## config.mk

```make
export PLATFORM = sky130hd
export DESIGN_NAME = nec_ir_frame_transmitter_core_flat
export DESIGN_NICKNAME = d
export VERILOG_FILES = /design/src/sv/nec_tx_pkg.sv /design/src/sv/nec_tx_req_if.sv /design/src/sv/nec_tx_res_if.sv /design/src/sv/nec_tx_cfg_if.sv /design/src/sv/nec_tx_cfg_regs.sv /design/src/sv/nec_tx_engine.sv /design/src/sv/nec_ir_frame_transmitter_core.sv /design/src/flat_wrapper.sv
export SDC_FILE = /design/constraint.sdc
export NUM_CORES = 1
export LEC_CHECK = 0
export ABC_AREA = 0
export BUFFER_PORTS_ARGS = -buffer_cell sky130_fd_sc_hd__buf_2
export CAP_MARGIN = 5
export CORE_MARGIN = 2
export CORE_UTILIZATION = 40
export CTS_CLUSTER_DIAMETER = 30
export DETAILED_ROUTE_END_ITERATION = 12
export MAX_ROUTING_LAYER = met4
export SLEW_MARGIN = 0
export SYNTH_ARGS = -nofsm -noshare
export SYNTH_HDL_FRONTEND = slang
export SYNTH_SLANG_ARGS = --single-unit
```

## constraint.sdc

```tcl
create_clock -name clk -period 4.8 [get_ports clk]
set_clock_uncertainty 0.2 [all_clocks]
set_input_delay 1.2 -clock clk [delete_from_list [all_inputs] [get_ports clk]]
set_output_delay 1.2 -clock clk [all_outputs]
set_load 0.005 [all_outputs]
```

## src/sv/nec_tx_pkg.sv

```systemverilog
// shared types and constants for the nec infrared frame transmitter
`default_nettype none

package nec_tx_pkg;

  localparam int FRAME_BITS_DEFAULT = 32;
  localparam int WORD_BITS          = 32;
  localparam int CFG_INDEX_W        = 3;
  localparam int CFG_DATA_W         = 14;
  localparam int HALF_W             = 8;
  localparam int CYCLES_W           = 10;
  localparam int SPACE_W            = 14;

  localparam logic [HALF_W-1:0]   RST_CARRIER_HALF = 8'd13;
  localparam logic [CYCLES_W-1:0] RST_HDR_BURST    = 10'd345;
  localparam logic [SPACE_W-1:0]  RST_HDR_SPACE    = 14'd4500;
  localparam logic [CYCLES_W-1:0] RST_BIT_BURST    = 10'd24;
  localparam logic [SPACE_W-1:0]  RST_ZERO_SPACE   = 14'd535;
  localparam logic [SPACE_W-1:0]  RST_ONE_SPACE    = 14'd1630;
  localparam logic [CYCLES_W-1:0] RST_STOP_BURST   = 10'd22;

  typedef enum logic [CFG_INDEX_W-1:0] {
    REG_CARRIER_HALF = 3'd0,
    REG_HDR_BURST    = 3'd1,
    REG_HDR_SPACE    = 3'd2,
    REG_BIT_BURST    = 3'd3,
    REG_ZERO_SPACE   = 3'd4,
    REG_ONE_SPACE    = 3'd5,
    REG_STOP_BURST   = 3'd6
  } cfg_index_t;

  typedef enum logic [5:0] {
    PH_IDLE       = 6'b000001,
    PH_HDR_BURST  = 6'b000010,
    PH_HDR_SPACE  = 6'b000100,
    PH_BIT_BURST  = 6'b001000,
    PH_BIT_SPACE  = 6'b010000,
    PH_STOP_BURST = 6'b100000
  } phase_t;

  // effective register values, a zero write already mapped to one
  typedef struct packed {
    logic [HALF_W-1:0]   carrier_half;
    logic [CYCLES_W-1:0] hdr_burst;
    logic [SPACE_W-1:0]  hdr_space;
    logic [CYCLES_W-1:0] bit_burst;
    logic [SPACE_W-1:0]  zero_space;
    logic [SPACE_W-1:0]  one_space;
    logic [CYCLES_W-1:0] stop_burst;
  } cfg_t;

  typedef struct packed {
    logic req_type;
    logic [7:0] address_first;
    logic [7:0] address_second;
    logic [7:0] command;
  } req_t;

  typedef struct packed {
    logic ir_level;
    logic busy_res;
    logic rejected;
  } res_t;

endpackage

`default_nettype wire

```

## src/sv/nec_tx_req_if.sv

```systemverilog
// request channel: tick or send request with frame bytes
`default_nettype none

interface nec_tx_req_if;
  logic       valid;
  logic       ready;
  logic       req_type;
  logic [7:0] address_first;
  logic [7:0] address_second;
  logic [7:0] command;

  modport source (output valid, req_type, address_first, address_second, command,
                  input ready);
  modport sink   (input valid, req_type, address_first, address_second, command,
                  output ready);
endinterface

`default_nettype wire

```

## src/sv/nec_tx_res_if.sv

```systemverilog
// result channel: pin level and status after each request
`default_nettype none

interface nec_tx_res_if;
  logic valid;
  logic ready;
  logic ir_level;
  logic busy_res;
  logic rejected;

  modport source (output valid, ir_level, busy_res, rejected, input ready);
  modport sink   (input valid, ir_level, busy_res, rejected, output ready);
endinterface

`default_nettype wire

```

## src/sv/nec_tx_cfg_if.sv

```systemverilog
// configuration write channel
`default_nettype none

interface nec_tx_cfg_if;
  logic        valid;
  logic        ready;
  logic [2:0]  index;
  logic [13:0] data;

  modport source (output valid, index, data, input ready);
  modport sink   (input valid, index, data, output ready);
endinterface

`default_nettype wire

```

## src/sv/nec_tx_cfg_regs.sv

```systemverilog
// timing register file, stores zero writes as one
`default_nettype none

module nec_tx_cfg_regs
  import nec_tx_pkg::*;
(
  input  wire logic clk,
  input  wire logic rst,
  nec_tx_cfg_if.sink cfg,
  output cfg_t       regs
);

  logic [CFG_DATA_W-1:0] data_nz;

  assign cfg.ready = 1'b1;
  // zero taken as one, for the full-width space registers
  assign data_nz = (cfg.data == '0) ? CFG_DATA_W'(1) : cfg.data;

  always_ff @(posedge clk) begin
    if (rst) begin
      regs.carrier_half <= RST_CARRIER_HALF;
      regs.hdr_burst    <= RST_HDR_BURST;
      regs.hdr_space    <= RST_HDR_SPACE;
      regs.bit_burst    <= RST_BIT_BURST;
      regs.zero_space   <= RST_ZERO_SPACE;
      regs.one_space    <= RST_ONE_SPACE;
      regs.stop_burst   <= RST_STOP_BURST;
    end else if (cfg.valid) begin
      case (cfg_index_t'(cfg.index))
        REG_CARRIER_HALF: begin
          regs.carrier_half <= (cfg.data[HALF_W-1:0] == '0) ? HALF_W'(1)
                                                             : cfg.data[HALF_W-1:0];
        end
        REG_HDR_BURST: begin
          regs.hdr_burst <= (cfg.data[CYCLES_W-1:0] == '0) ? CYCLES_W'(1)
                                                            : cfg.data[CYCLES_W-1:0];
        end
        REG_HDR_SPACE:  regs.hdr_space  <= data_nz;
        REG_BIT_BURST: begin
          regs.bit_burst <= (cfg.data[CYCLES_W-1:0] == '0) ? CYCLES_W'(1)
                                                            : cfg.data[CYCLES_W-1:0];
        end
        REG_ZERO_SPACE: regs.zero_space <= data_nz;
        REG_ONE_SPACE:  regs.one_space  <= data_nz;
        REG_STOP_BURST: begin
          regs.stop_burst <= (cfg.data[CYCLES_W-1:0] == '0) ? CYCLES_W'(1)
                                                             : cfg.data[CYCLES_W-1:0];
        end
        default: ;
      endcase
    end
  end

endmodule

`default_nettype wire

```

## src/sv/nec_tx_engine.sv

```systemverilog
// frame sequencer: phase, shift register, counters and pin, one step per item
`default_nettype none

module nec_tx_engine
  import nec_tx_pkg::*;
#(
  parameter int FRAME_BITS = FRAME_BITS_DEFAULT
) (
  input  wire logic clk,
  input  wire logic rst,
  input  wire logic step,
  input  req_t      item,
  input  cfg_t      regs,
  output res_t      res_next
);

  localparam int BITS_W = $clog2(FRAME_BITS + 1);

  phase_t              phase, phase_next;
  logic [WORD_BITS-1:0] frame_shift, frame_shift_next;
  logic [BITS_W-1:0]   bits_left, bits_left_next;
  logic [CYCLES_W-1:0] burst_left, burst_left_next;
  logic [SPACE_W-1:0]  space_left, space_left_next;
  logic [HALF_W-1:0]   half_count, half_count_next;
  logic                pin_level, pin_level_next;
  logic                rejected;

  logic [HALF_W-1:0]   half_inc;
  logic [CYCLES_W-1:0] burst_dec;
  logic [SPACE_W-1:0]  space_dec;
  logic [BITS_W-1:0]   bits_dec;

  assign half_inc  = half_count + HALF_W'(1);
  assign burst_dec = burst_left - CYCLES_W'(1);
  assign space_dec = space_left - SPACE_W'(1);
  assign bits_dec  = (bits_left != '0) ? bits_left - BITS_W'(1) : bits_left;

  always_comb begin
    phase_next       = phase;
    frame_shift_next = frame_shift;
    bits_left_next   = bits_left;
    burst_left_next  = burst_left;
    space_left_next  = space_left;
    half_count_next  = half_count;
    pin_level_next   = pin_level;
    rejected         = 1'b0;
    if (step) begin
      if (item.req_type) begin
        if (phase != PH_IDLE) begin
          rejected = 1'b1;
        end else begin
          frame_shift_next = {item.address_first, item.address_second,
                              item.command, ~item.command};
          bits_left_next   = BITS_W'(FRAME_BITS);
          phase_next       = PH_HDR_BURST;
          burst_left_next  = regs.hdr_burst;
          half_count_next  = '0;
          pin_level_next   = 1'b1;
        end
      end else begin
        case (phase)
          PH_HDR_BURST, PH_BIT_BURST, PH_STOP_BURST: begin
            // half period ends at the register or on counter wrap
            if (half_inc >= regs.carrier_half || half_inc == '0) begin
              half_count_next = '0;
              if (pin_level) begin
                pin_level_next = 1'b0;
              end else if (burst_dec != '0) begin
                burst_left_next = burst_dec;
                pin_level_next  = 1'b1;
              end else begin
                burst_left_next = '0;
                pin_level_next  = 1'b0;
                if (phase == PH_HDR_BURST) begin
                  phase_next      = PH_HDR_SPACE;
                  space_left_next = regs.hdr_space;
                end else if (phase == PH_BIT_BURST) begin
                  phase_next      = PH_BIT_SPACE;
                  space_left_next = frame_shift[WORD_BITS-1] ? regs.one_space
                                                             : regs.zero_space;
                end else begin
                  phase_next = PH_IDLE;
                end
              end
            end else begin
              half_count_next = half_inc;
            end
          end
          PH_HDR_SPACE, PH_BIT_SPACE: begin
            space_left_next = space_dec;
            if (space_dec == '0) begin
              half_count_next = '0;
              pin_level_next  = 1'b1;
              if (phase == PH_HDR_SPACE) begin
                phase_next      = PH_BIT_BURST;
                burst_left_next = regs.bit_burst;
              end else begin
                frame_shift_next = {frame_shift[WORD_BITS-2:0], 1'b0};
                bits_left_next   = bits_dec;
                if (bits_dec == '0) begin
                  phase_next      = PH_STOP_BURST;
                  burst_left_next = regs.stop_burst;
                end else begin
                  phase_next      = PH_BIT_BURST;
                  burst_left_next = regs.bit_burst;
                end
              end
            end
          end
          default: ;
        endcase
      end
    end
  end

  assign res_next.ir_level = pin_level_next;
  assign res_next.busy_res = (phase_next != PH_IDLE);
  assign res_next.rejected = rejected;

  always_ff @(posedge clk) begin
    if (rst) begin
      phase       <= PH_IDLE;
      frame_shift <= '0;
      bits_left   <= '0;
      burst_left  <= '0;
      space_left  <= '0;
      half_count  <= '0;
      pin_level   <= 1'b0;
    end else begin
      phase       <= phase_next;
      frame_shift <= frame_shift_next;
      bits_left   <= bits_left_next;
      burst_left  <= burst_left_next;
      space_left  <= space_left_next;
      half_count  <= half_count_next;
      pin_level   <= pin_level_next;
    end
  end

endmodule

`default_nettype wire

```

## src/sv/nec_ir_frame_transmitter_core.sv

```systemverilog
// top level of the nec infrared frame transmitter
`default_nettype none

// usage
//   req: one transfer per item. req_type 0 is a one microsecond tick, 1 asks
//   to send a frame of address_first, address_second, command, ~command,
//   msb first. a send while a frame is running is dropped and flagged.
//   res: one transfer per request with ir_level, busy_res and rejected as
//   they stand after that request.
//   cfg: timing register writes by index, always ready, meant for idle time.
// timing
//   a request lands in the input register on its transfer and its result
//   moves into the output register when the item advances, which raises
//   res.valid. one request per cycle while res is taken; sustained rate is
//   one item per clock unless res stalls, set by the single step of the
//   phase and counter logic between the regs.
// reset
//   rst (synchronous) empties both registers, puts the sequencer in idle
//   with the pin low and loads the default timing registers.
// stall
//   while res is not taken the output register holds, the input register
//   fills, and req.ready drops until the result moves on.

module nec_ir_frame_transmitter_core
  import nec_tx_pkg::*;
#(
  parameter int FRAME_BITS = FRAME_BITS_DEFAULT
) (
  input  wire logic    clk,
  input  wire logic    rst,
  nec_tx_req_if.sink   req,
  nec_tx_res_if.source res,
  nec_tx_cfg_if.sink   cfg
);

  cfg_t regs;
  req_t item;
  res_t res_next;
  res_t res_q;
  logic item_valid;
  logic res_valid;
  logic advance;

  nec_tx_cfg_regs u_cfg (
    .clk  (clk),
    .rst  (rst),
    .cfg  (cfg),
    .regs (regs)
  );

  // input register moves on when the output register is free or drains
  assign advance   = item_valid && (!res_valid || res.ready);
  assign req.ready = !item_valid || advance;

  always_ff @(posedge clk) begin
    if (rst) begin
      item_valid <= 1'b0;
    end else if (req.ready) begin
      item_valid <= req.valid;
    end
  end

  always_ff @(posedge clk) begin
    if (req.ready && req.valid) begin
      item.req_type       <= req.req_type;
      item.address_first  <= req.address_first;
      item.address_second <= req.address_second;
      item.command        <= req.command;
    end
  end

  nec_tx_engine #(
    .FRAME_BITS (FRAME_BITS)
  ) u_engine (
    .clk      (clk),
    .rst      (rst),
    .step     (advance),
    .item     (item),
    .regs     (regs),
    .res_next (res_next)
  );

  // result register
  always_ff @(posedge clk) begin
    if (rst) begin
      res_valid <= 1'b0;
    end else if (advance) begin
      res_valid <= 1'b1;
    end else if (res.ready) begin
      res_valid <= 1'b0;
    end
  end

  always_ff @(posedge clk) begin
    if (advance) begin
      res_q <= res_next;
    end
  end

  assign res.valid    = res_valid;
  assign res.ir_level = res_q.ir_level;
  assign res.busy_res = res_q.busy_res;
  assign res.rejected = res_q.rejected;

  // a rejected send only happens while a frame is running
  a_reject_busy: assert property (@(posedge clk) disable iff (rst)
    res.valid && res.rejected |-> res.busy_res)
    else $error("rejected result without busy");

  // the emitter is never on outside a frame
  a_pin_busy: assert property (@(posedge clk) disable iff (rst)
    res.valid && res.ir_level |-> res.busy_res)
    else $error("ir pin high while idle");

  // every item that leaves the input register shows up as a result
  a_advance_res: assert property (@(posedge clk) disable iff (rst)
    advance |=> res.valid)
    else $error("advanced item produced no result");

endmodule

`default_nettype wire
```

## src/flat_wrapper.sv

```systemverilog
// flat-port wrapper written by rule: the top's interface ports become plain ports
module nec_ir_frame_transmitter_core_flat import nec_tx_pkg::*;
#(
  parameter int FRAME_BITS = FRAME_BITS_DEFAULT
)
  (clk, rst, req_valid, req_req_type, req_address_first, req_address_second, req_command, req_ready, res_valid, res_ir_level, res_busy_res, res_rejected, res_ready, cfg_valid, cfg_index, cfg_data, cfg_ready);
  nec_tx_req_if req_i ();
  nec_tx_res_if res_i ();
  nec_tx_cfg_if cfg_i ();
  input  wire logic clk;
  input  wire logic rst;
  input wire logic [$bits(req_i.valid)-1:0] req_valid;
  input wire logic [$bits(req_i.req_type)-1:0] req_req_type;
  input wire logic [$bits(req_i.address_first)-1:0] req_address_first;
  input wire logic [$bits(req_i.address_second)-1:0] req_address_second;
  input wire logic [$bits(req_i.command)-1:0] req_command;
  output wire logic [$bits(req_i.ready)-1:0] req_ready;
  output wire logic [$bits(res_i.valid)-1:0] res_valid;
  output wire logic [$bits(res_i.ir_level)-1:0] res_ir_level;
  output wire logic [$bits(res_i.busy_res)-1:0] res_busy_res;
  output wire logic [$bits(res_i.rejected)-1:0] res_rejected;
  input wire logic [$bits(res_i.ready)-1:0] res_ready;
  input wire logic [$bits(cfg_i.valid)-1:0] cfg_valid;
  input wire logic [$bits(cfg_i.index)-1:0] cfg_index;
  input wire logic [$bits(cfg_i.data)-1:0] cfg_data;
  output wire logic [$bits(cfg_i.ready)-1:0] cfg_ready;
  assign req_i.valid = req_valid;
  assign req_i.req_type = req_req_type;
  assign req_i.address_first = req_address_first;
  assign req_i.address_second = req_address_second;
  assign req_i.command = req_command;
  assign req_ready = req_i.ready;
  assign res_valid = res_i.valid;
  assign res_ir_level = res_i.ir_level;
  assign res_busy_res = res_i.busy_res;
  assign res_rejected = res_i.rejected;
  assign res_i.ready = res_ready;
  assign cfg_i.valid = cfg_valid;
  assign cfg_i.index = cfg_index;
  assign cfg_i.data = cfg_data;
  assign cfg_ready = cfg_i.ready;
  nec_ir_frame_transmitter_core #(.FRAME_BITS(FRAME_BITS)) u_core (.clk(clk), .rst(rst), .req(req_i), .res(res_i), .cfg(cfg_i));
endmodule
```

==> results of run 1 <==
## worst max-delay path: stages (launching register included)
cell      delay, ps
dfxtp_1         530
nand3_1         170
o21a_1          210
nor2_1          140
inv_1            80
ha_1            330
nor2b_1         150
a32o_1          260
a311oi_1        330
nor3_1          140
nor4_2          820
a21oi_1         160
o32ai_1         270
## cell usage after synthesis, types with 21 or more instances
cell / count
nand3_1: 52
dfxtp_1: 159
o21ai_0: 30
inv_1: 26
edfxtp_1: 28
a211oi_1: 23
nand2_1: 216
clkbuf_1: 67
a21oi_1: 119
nor2_1: 77
mux2i_1: 37
mux2_2: 21
## layout by cell type, fill, tap and decap left out, drive strengths merged, types with 7 or more instances in the layout
cell,instances
a211oi,23
a21oi,120
a311oi,18
a31oi,17
and2,8
buf,70
clkbuf,17
clkinv,8
dfxtp,159
edfxtp,28
ha,15
inv,31
mux2,21
mux2i,37
nand2,216
nand2b,9
nand3,52
nor2,77
nor2b,7
nor3,20
nor4,13
o211ai,18
o21ai,30
o22ai,10
or3,10
xnor2,10
## report_power, final
group | internal, mW | leakage, nW | switching, mW
registers | 1.64 | 1.56 | 0.0301
logic | 0.109 | 1.82 | 0.187
clock network | 0.811 | 0.312 | 0.715
## how the worst min path moves through the flow
stage / startpoint / end / cells past startpoint
final: u_core.u_cfg.regs[53]$_SDFFE_PP0P_ / u_core.u_cfg.regs[53]$_SDFFE_PP0P_ / 2
after global routing: u_core.u_cfg.regs[27]$_SDFFE_PP0P_ / u_core.u_cfg.regs[27]$_SDFFE_PP0P_ / 2
after CTS: u_core.u_engine.frame_shift[29]$_SDFFE_PP0P_ / u_core.u_engine.frame_shift[29]$_SDFFE_PP0P_ / 2
after detailed placement: u_core.u_engine.frame_shift[27]$_SDFFE_PP0P_ / u_core.u_engine.frame_shift[27]$_SDFFE_PP0P_ / 2
after global placement: u_core.u_engine.frame_shift[19]$_SDFFE_PP0P_ / u_core.u_engine.frame_shift[19]$_SDFFE_PP0P_ / 2
after floorplan: u_core.u_engine.frame_shift[22]$_SDFFE_PP0P_ / u_core.u_engine.frame_shift[22]$_SDFFE_PP0P_ / 2
## state kept, by name, summed over array words and instances, names as in the netlist
name	count
u_core.res.busy_res	1
u_core.item_valid	1
u_core.res.valid	1
u_core.res.ir_level	1
u_core.u_engine.frame_shift	32
u_core.u_engine.pin_level	1
u_core.res.rejected	1
u_core.u_engine.space_left	14
u_core.u_engine.half_count	8
u_core.u_engine.burst_left	10
u_core.u_engine.phase	6
u_core.item	25
u_core.u_engine.bits_left	6
u_core.u_cfg.regs	80
## area by class of cell
class | instances | area [um2]
well taps | 285 | 357
repair buffers | 70 | 400
multi-input cells | 823 | 4830
clock inverters | 15 | 228
fillers | 2323 | 12300
flip-flops and latches | 187 | 4020
inverters | 27 | 101
clock buffers | 17 | 425
## logic make-up after synthesis
kind of cell / after synthesis / share of synthesized area [%]
simple gates: 450 / 22.2
compound gates: 285 / 19.8
xor+xnor: 14 / 1.32
fa+ha+maj: 15 / 2.02
flops: 187 / 43.4
buf+inv: 110 / 4.76
other cells: 1 / 0.0404
mux: 58 / 6.54
## routing by layer
layer / global-route usage [%] / routed length, um / vias up
met2: 30.8 / 10600 / 193
met5: - / 0 / -
li1: - / - / 4032
met1: 29.8 / 12100 / 3889
met4: 6.03 / 386 / 0
met3: 3.13 / 1180 / 29
## through the flow
stage | total power [mW] | cell area (um2) | setup WS, ps | utilization [%]
detailed placement | 2.00 | 9710 | 977 | 42.8
global placement | 1.99 | 9710 | 1080 | 42.8
finish | 3.49 | 10400 | 911 | 45.7
global route | 3.61 | 10400 | 403 | 45.7
CTS | 3.52 | 10400 | 944 | 45.7
floorplan | 1.91 | 9280 | 1380 | -
==> flow_summary.yaml, run 1 <==
outcome:
  run_status: "completed"
sta:
  final_hold_fails: 0
  peak_freq_mhz: 257
  setup_tns_ps: 0
  drv_slew: 0
  slew_headroom_pct: 17.4
  hold_ws_ps: 253
  worst-slew-pin-transition_ps: 1240
  timing.final.crit_share_pct: 81.0
  unrepaired_setup_endpoints_after_global_routing: "false"
  finalCriticalPeriod_ps: 3890
  setup_viol_count_final: 0
synthesis:
  postSynthRegisterBits: 187
  synthDominantAreaCellType: "dfxtp_1"
  synth_async_sr_flop_share_pct: 0
  avgSynthCellArea_um2: 8.29
  synth_top_area_share_pct: 34.3
  synth_seq_area_share_pct: 43.4
  yosysWarnings: 0
  synthesized_cell_area_um2: 9280
  most_used_flip_flop_cell_after_synthesis: "dfxtp_1"
  syn-instance-count: 1120
  ys_types: 77
  synth.area.top_cells: "dfxtp_1, edfxtp_1, nand2_1, a21oi_1, mux2i_1"
  syn_nets: 1182
  post_synth_edffs: 28
setup_path:
  cp-end-kind: "flip-flop"
  worstPathRequired_ps: 4930
  arrival_ps: 4020
  critical_path.startpoint_type: "flip-flop"
  path_class: "flip-flop to flip-flop"
  r2r-start: "u_core.u_engine.half_count[6]$_SDFFE_PP0P_"
  worst_setup_path_start: "u_core.u_engine.half_count[6]$_SDFFE_PP0P_"
  worst_setup_path_endpoint: "u_core.u_engine.half_count[2]$_SDFFE_PP0P_"
  worst-path-max-fanout: 10
  r2r-end: "u_core.u_engine.half_count[2]$_SDFFE_PP0P_"
  worst_r2r_path_depth: 12
  rrSetupSlack_ps: 910
layout:
  syn2layout_area_growth_pct: 11.7
  drive_gt1_share_pct: 12.1
  layout.nets: 1188
  final_antenna_diode_count: 0
  layoutNonFillerInstCount: 1424
clock_tree:
  tritoncts: "done"
  cts.sinks: 187
  cts_root_buffer: "clkbuf_16"
  clk_pin_slew_ps: 80
  postCtsHoldBufs: 0
  post_cts_resize_count: 0
  post-cts-setup-buffers: 0
  ctsHtreeMaxLevel: 4
  clock_latency_at_the_later_pin_of_the_worst_skew_pair_ps: 430
  total_clock_buffers_created_by_cts: 17
  clk_path_buf_depth: 2
global_routing:
  grt_pass1_vias: 7493
  grt_max_degree: 74
  grt_usage_pct: 20.9
  grt-ovfl-total: 0
  antenna_found_initial: 0
  first_pass_grt_wire_length_um: 39800
routing:
  dr.first_iter.drc_count: 612
  drt_pre_antenna_iters: 6
  route.antenna.remaining_nets: 0
  totalWireLength_um: 24200
  vias: 8143
  via_per_inst: 5.72
  drt-wirelength-per-cell_um: 17.0
  drcViolationCount: 0
placed_design:
  replace_congestion: 0.883
  dp.final_hpwl_um: 16300
  dp_cells: 1392
  io_buffer_count: 51
floorplanning:
  boundaryPins: 53
  coreArea_um2: 22700
  start_util_pct: 40.9
  fp.dieW_um: 156
  core.rowCount: 55
  die_height_um: 156
  dieArea_um2: 24400
power:
  vdd_ir_drop_max_v: 0.000219
  p_leak_nw: 3.70
  cellPowerDensity_nw_per_um2: 337
run:
  drv_cap: 0
min_path:
  class_of_the_most_critical_hold_timing_path: "flip-flop to flip-flop"
Power figures use the tool's default switching activity.
==> inputs of run 2 (changes only) <==
- ABC_AREA: 0 -> 1
- clock period: 4.8 -> 3.4 ns (I/O delays scaled with it)
==> flow_summary.yaml, run 2 <==
outcome:
  run_status: "completed"
routing:
  via_per_inst: 5.08
  totalWireLength_um: 22400
  route.antenna.remaining_nets: 0
  drcViolationCount: 0
  dr.first_iter.drc_count: 521
  drt_pre_antenna_iters: 5
  drt-wirelength-per-cell_um: 14.1
  vias: 8057
synthesis:
  syn_nets: 1317
  most_used_flip_flop_cell_after_synthesis: "dfxtp_1"
  synth_async_sr_flop_share_pct: 0
  synthTopCellsByCount: "nand2_1, dfxtp_1, nor2_1, o21ai_0, inv_1"
  syn-instance-count: 1255
  synthDominantAreaCellType: "dfxtp_1"
  ys_types: 43
  synthMostInstantiatedCell: "nand2_1"
  synth.area.top_cells: "dfxtp_1, nand2_1, edfxtp_1, o21ai_0, nor2_1"
  yosysWarnings: 0
  synthesized_cell_area_um2: 9070
  post_synth_edffs: 28
  synth_seq_area_share_pct: 44.4
  synth_top_area_share_pct: 35.1
  postSynthRegisterBits: 187
  avgSynthCellArea_um2: 7.23
power:
  vdd_ir_drop_max_v: 0.000290
  cellPowerDensity_nw_per_um2: 493
  p_leak_nw: 4.45
  tot_pwr_mw: 5.04
floorplanning:
  coreArea_um2: 22400
  boundaryPins: 53
  fp.dieW_um: 155
  start_util_pct: 40.4
  die_height_um: 155
  dieArea_um2: 23900
  core.rowCount: 55
setup_path:
  critical_path.startpoint_type: "flip-flop"
  path_class: "flip-flop to flip-flop"
  arrival_ps: 2980
  worst-path-max-fanout: 9
  worst_r2r_path_depth: 16
  worstPathRequired_ps: 3370
  cp-end-kind: "flip-flop"
layout:
  largest_registers: "u_core.u_cfg.regs x80, u_core.u_engine.frame_shift x32, u_core.item x25"
  largest_register: "u_core.u_cfg.regs"
  layout.nets: 1351
  layoutNonFillerInstCount: 1587
  layout_commonest_cell: "nand2_1"
  syn2layout_area_growth_pct: 12.7
  final_antenna_diode_count: 0
  drive_gt1_share_pct: 11.5
  finalInstanceArea_um2: 10200
  fillCellCount: 2282
  layout_common_cells: "nand2_1, dfxtp_1, nor2_1, o21ai_0, inv_1"
  largest_reg_flops: 80
clock_tree:
  clock_latency_at_the_later_pin_of_the_worst_skew_pair_ps: 440
  post-cts-setup-buffers: 0
  cts.sinks: 187
  clk_path_buf_depth: 2
  total_clock_buffers_created_by_cts: 17
  ctsHtreeMaxLevel: 4
  postCtsHoldBufs: 0
  cts_root_buffer: "clkbuf_16"
  clk_pin_slew_ps: 80
  tritoncts: "done"
  post_cts_resize_count: 0
placed_design:
  placedInstanceArea_um2: 9600
  io_buffer_count: 51
  dp_cells: 1555
  replace_congestion: 0.913
  dp.final_hpwl_um: 15400
sta:
  finalCriticalPeriod_ps: 3010
  unrepaired_setup_endpoints_after_global_routing: "false"
  setup_viol_count_final: 0
  timing.final.crit_share_pct: 88.6
  slew_headroom_pct: 31.2
  setup_tns_ps: 0
  drv_slew: 0
  peak_freq_mhz: 332
  worst-slew-pin-transition_ps: 1030
  final_hold_fails: 0
min_path:
  class_of_the_most_critical_hold_timing_path: "flip-flop to flip-flop"
  timing.hold.worst_path_depth: 2
global_routing:
  grt_pass1_vias: 7368
  first_pass_grt_wire_length_um: 37000
  grt-ovfl-total: 0
  antenna_found_initial: 0
  grt_usage_pct: 19.7
  grt_max_degree: 129
run:
  drv_cap: 0
-- run 2: cell types whose count changed after synthesis, moves of 11 or more --
cell	change
nor2_1	+78
mux2i_1	-36
mux2_2	-21
a21oi_1	-21
a211oi_1	-23
o21ai_0	+125
inv_1	+94
nor2_2	+11
nor3_1	-16
a311oi_1	-18
o21ai_1	+17
nand2_1	+36
clkbuf_1	-30
-- run 2: final cells by class --
type,count,area (um2),share of cell area (%)
Clock buffer,17,425,4.16
Clock inverter,15,203,1.98
Sequential cell,187,4020,39.3
Tap cell,285,357,3.49
Timing Repair Buffer,73,445,4.36
Inverter,131,492,4.81
Multi-Input combinational cell,879,4280,41.9
-- run 2: cells by family after synthesis --
kind of cell	synth area share, %
xor+xnor	0.676
simple gates	24.3
compound gates	20.0
fa+ha+maj	2.07
buf+inv	8.47
other cells	0.0413
flops	44.4
mux	0.110
-- run 2: critical path: stages, from the launching register on --
cell and delay, ps:
dfxtp_1 460, ha_1 270, nand3_1 110, xor2_1 180, inv_1 80, ha_1 280, nand2_1 50, inv_1 50
nand2_1 40, nand2_1 50, nand2_1 110, nand2_2 180, nand2_1 110, o21ai_0 250, a21oi_1 130, nor2_1 110
nand3_1 80
-- run 2: per-layer routing --
metal  up-vias  GRT usage, %  wire length (um)  share of wire [%]
met5         -             -                 0                  0
met4         0          7.01               445                2.0
met3        28          2.58               685                3.1
met2       145          31.8             10500                 47
met1      3644          25.5             10700                 48
li1       4240             -                 -                  -
-- run 2: worst paths after layout --
kind                                                   start                            endpoint  slack (ps)
setup / recovery  u_core.u_engine.half_count[0]$_SDFFE_PP0P_       u_core.res.busy_res$_DFFE_PP_         390
hold / removal            u_core.u_cfg.regs[37]$_SDFFE_PP0P_  u_core.u_cfg.regs[37]$_SDFFE_PP0P_         250
setup reg to reg  u_core.u_engine.half_count[0]$_SDFFE_PP0P_       u_core.res.busy_res$_DFFE_PP_         390
hold reg to reg           u_core.u_cfg.regs[37]$_SDFFE_PP0P_  u_core.u_cfg.regs[37]$_SDFFE_PP0P_         250
-- run 2: where the power goes --
group	total (mW)	leakage, nW	internal (mW)	switching, mW
registers	2.39	1.57	2.34	0.0556
clock network	2.08	0.298	1.03	1.05
logic	0.567	2.59	0.197	0.370
total	5.04	4.45	3.56	1.48
-- run 2: per-stage QoR --
stage	hold WS (ps)	utilization, %	worst slack, ps
3_5_place_dp	241	42.8	322
2_1_floorplan	221	-	851
5_1_grt	272	45.6	76.2
4_1_cts	253	45.6	297
3_3_place_gp	235	42.8	438
6_report	250	45.6	388
==> inputs of run 3 (changes only) <==
- clock period: 3.4 -> 2.8 ns (I/O delays scaled with it)
==> flow_summary.yaml, run 3 (synthesized netlist as in run 2, its figures left out) <==
placed_design:
  replace_congestion: 0.920
  io_buffer_count: 51
  dp.final_hpwl_um: 15700
  placedInstanceArea_um2: 9750
layout:
  largest_registers: "u_core.u_cfg.regs x80, u_core.u_engine.frame_shift x32, u_core.item x25"
  layout_common_cells: "nand2_1, dfxtp_1, nor2_1"
  finalInstanceArea_um2: 10700
  largest_reg_flops: 80
  final_antenna_diode_count: 0
  layout.nets: 1381
  fillCellCount: 2273
  drive_gt1_share_pct: 15.7
  layout_commonest_cell: "nand2_1"
  largest_register: "u_core.u_cfg.regs"
  syn2layout_area_growth_pct: 17.4
global_routing:
  grt-ovfl-total: 0
  grt_max_degree: 129
  grt_usage_pct: 20.1
  first_pass_grt_wire_length_um: 37500
  grt_pass1_vias: 7645
  antenna_found_initial: 0
sta:
  hold_ws_ps: 222
  drv_slew: 0
  slew_headroom_pct: 45.8
  finalCriticalPeriod_ps: 2650
  setup_viol_count_final: 0
  unrepaired_setup_endpoints_after_global_routing: "true"
  final_hold_fails: 0
  timing.final.crit_share_pct: 94.5
  worst-slew-pin-transition_ps: 813
  peak_freq_mhz: 378
min_path:
  worst_hold_end: "u_core.item[11]$_DFFE_PP_"
  timing.hold.worst_path_depth: 1
  beginning_of_the_worst_hold_path: "req_address_second[3]"
  class_of_the_most_critical_hold_timing_path: "input pin to flip-flop"
routing:
  route.antenna.remaining_nets: 0
  drt-wirelength-per-cell_um: 14.2
  drcViolationCount: 0
  totalWireLength_um: 23000
  vias: 8287
  via_per_inst: 5.12
  dr.first_iter.drc_count: 636
  drt_pre_antenna_iters: 8
setup_path:
  cp-end-kind: "flip-flop"
  arrival_ps: 2820
  r2r-start: "u_core.u_engine.half_count[1]$_SDFFE_PP0P_"
  worstPathRequired_ps: 2980
  r2r-end: "u_core.u_engine.pin_level$_SDFF_PP0_"
  worst_r2r_path_depth: 18
  rrSetupSlack_ps: 150
  critical_path.startpoint_type: "flip-flop"
  path_class: "flip-flop to flip-flop"
  worst-path-max-fanout: 7
clock_tree:
  clk_path_buf_depth: 2
  cts.sinks: 187
  postCtsHoldBufs: 0
  clock_latency_at_the_later_pin_of_the_worst_skew_pair_ps: 440
  clk_pin_slew_ps: 90
  total_clock_buffers_created_by_cts: 17
  tritoncts: "done"
  ctsHtreeMaxLevel: 4
  cts_root_buffer: "clkbuf_16"
floorplanning:
  coreArea_um2: 22400
  die_height_um: 155
  start_util_pct: 40.4
  dieArea_um2: 23900
  core.rowCount: 55
  boundaryPins: 53
  fp.dieW_um: 155
power:
  cellPowerDensity_nw_per_um2: 582
  vdd_ir_drop_max_v: 0.000349
  p_leak_nw: 4.64
outcome:
  run_status: "completed"
run:
  drv_cap: 0
==> run 3: cell count changes in the layout (fill, tap and decap cells not counted), sizes merged <==
| cell | delta |
|---|---|
| clkinv | +3 |
| nand2 | +1 |
| buf | +28 |
| inv | -2 |
| clkbuf | +1 |
| clkinvlp | -1 |
==> run 3: critical path, cell delays in order (launching register included) <==
cell      delay [ps]
dfxtp_4          380
nand2_2           80
nor2_2           120
nand2_1           60
nand2_1           50
nand2_1           70
inv_1            140
ha_4             230
a21oi_2          120
nand2_1           50
inv_1             40
nand2_1           60
nand2_2          120
nand2_4          100
buf_4            160
o21ai_0           70
o211ai_1         150
a21oi_2          230
and2_1           150
==> run 3: area by class of cell <==
class                           instances  area (um2)  area share (%)
Timing Repair Buffer                  102         701            6.58
Sequential cell                       187        4030            37.9
Multi-Input combinational cell        880        4430            41.6
Clock inverter                         15         204            1.91
Tap cell                              285         357            3.35
Inverter                              131         498            4.67
Clock buffer                           17         425            3.99
==> run 3: layer usage <==
layer  wire length (um)  part of all wire [%]  GRT usage (%)
met1              10700                    47           25.5
met2              10800                    47           32.4
met3                885                   3.8           3.31
met4                620                   2.7           7.23
met5                  0                     0              -
==> run 3: worst max path at each step <==
stage,startpoint,end,slack (ps)
2_1_floorplan,u_core.u_engine.half_count[0]$_SDFFE_PP0P_,u_core.res.busy_res$_DFFE_PP_,250
3_3_place_gp,u_core.u_engine.half_count[1]$_SDFFE_PP0P_,u_core.u_engine.burst_left[9]$_SDFFE_PP0P_,80
3_5_place_dp,u_core.u_engine.half_count[1]$_SDFFE_PP0P_,u_core.u_engine.burst_left[5]$_SDFFE_PP0P_,4
4_1_cts,u_core.u_engine.half_count[1]$_SDFFE_PP0P_,u_core.res.busy_res$_DFFE_PP_,0.6
5_1_grt,u_core.u_engine.half_count[1]$_SDFFE_PP0P_,u_core.res.busy_res$_DFFE_PP_,-60
6_report,u_core.u_engine.half_count[1]$_SDFFE_PP0P_,u_core.u_engine.pin_level$_SDFF_PP0_,150
==> run 3: timing repair <==
item / in CTS / in global routing
pin swaps: 0 / 14
buffers inserted: 0 / 9
gates cloned: 0 / 2
gates resized for setup: 2 / 49
endpoints found under the setup margin: 10 / 74
==> run 3: metrics by stage <==
| stage | instances | setup slack (ps) | total power, mW | util (%) | setup TNS [ps] |
|---|---|---|---|---|---|
| 2_1_floorplan | 1255 | 251 | 3.44 | - | 0 |
| 3_3_place_gp | 1574 | 78.5 | 3.67 | 43.5 | 0 |
| 3_5_place_dp | 1574 | 3.93 | 3.67 | 43.5 | 0 |
| 4_1_cts | 1606 | 0.598 | 6.22 | 46.3 | 0 |
| 5_1_grt | 1617 | -63.0 | 6.48 | 47.5 | -213 |
| 6_report | 1617 | 153 | 6.20 | 47.5 | 0 |
==> run 3: power breakdown <==
| group | switching (mW) | total [mW] | internal, mW |
|---|---|---|---|
| clock | 1.29 | 2.54 | 1.25 |
| combinational | 0.476 | 0.763 | 0.287 |
| sequential | 0.0630 | 2.90 | 2.84 |
| total | 1.83 | 6.20 | 4.37 |
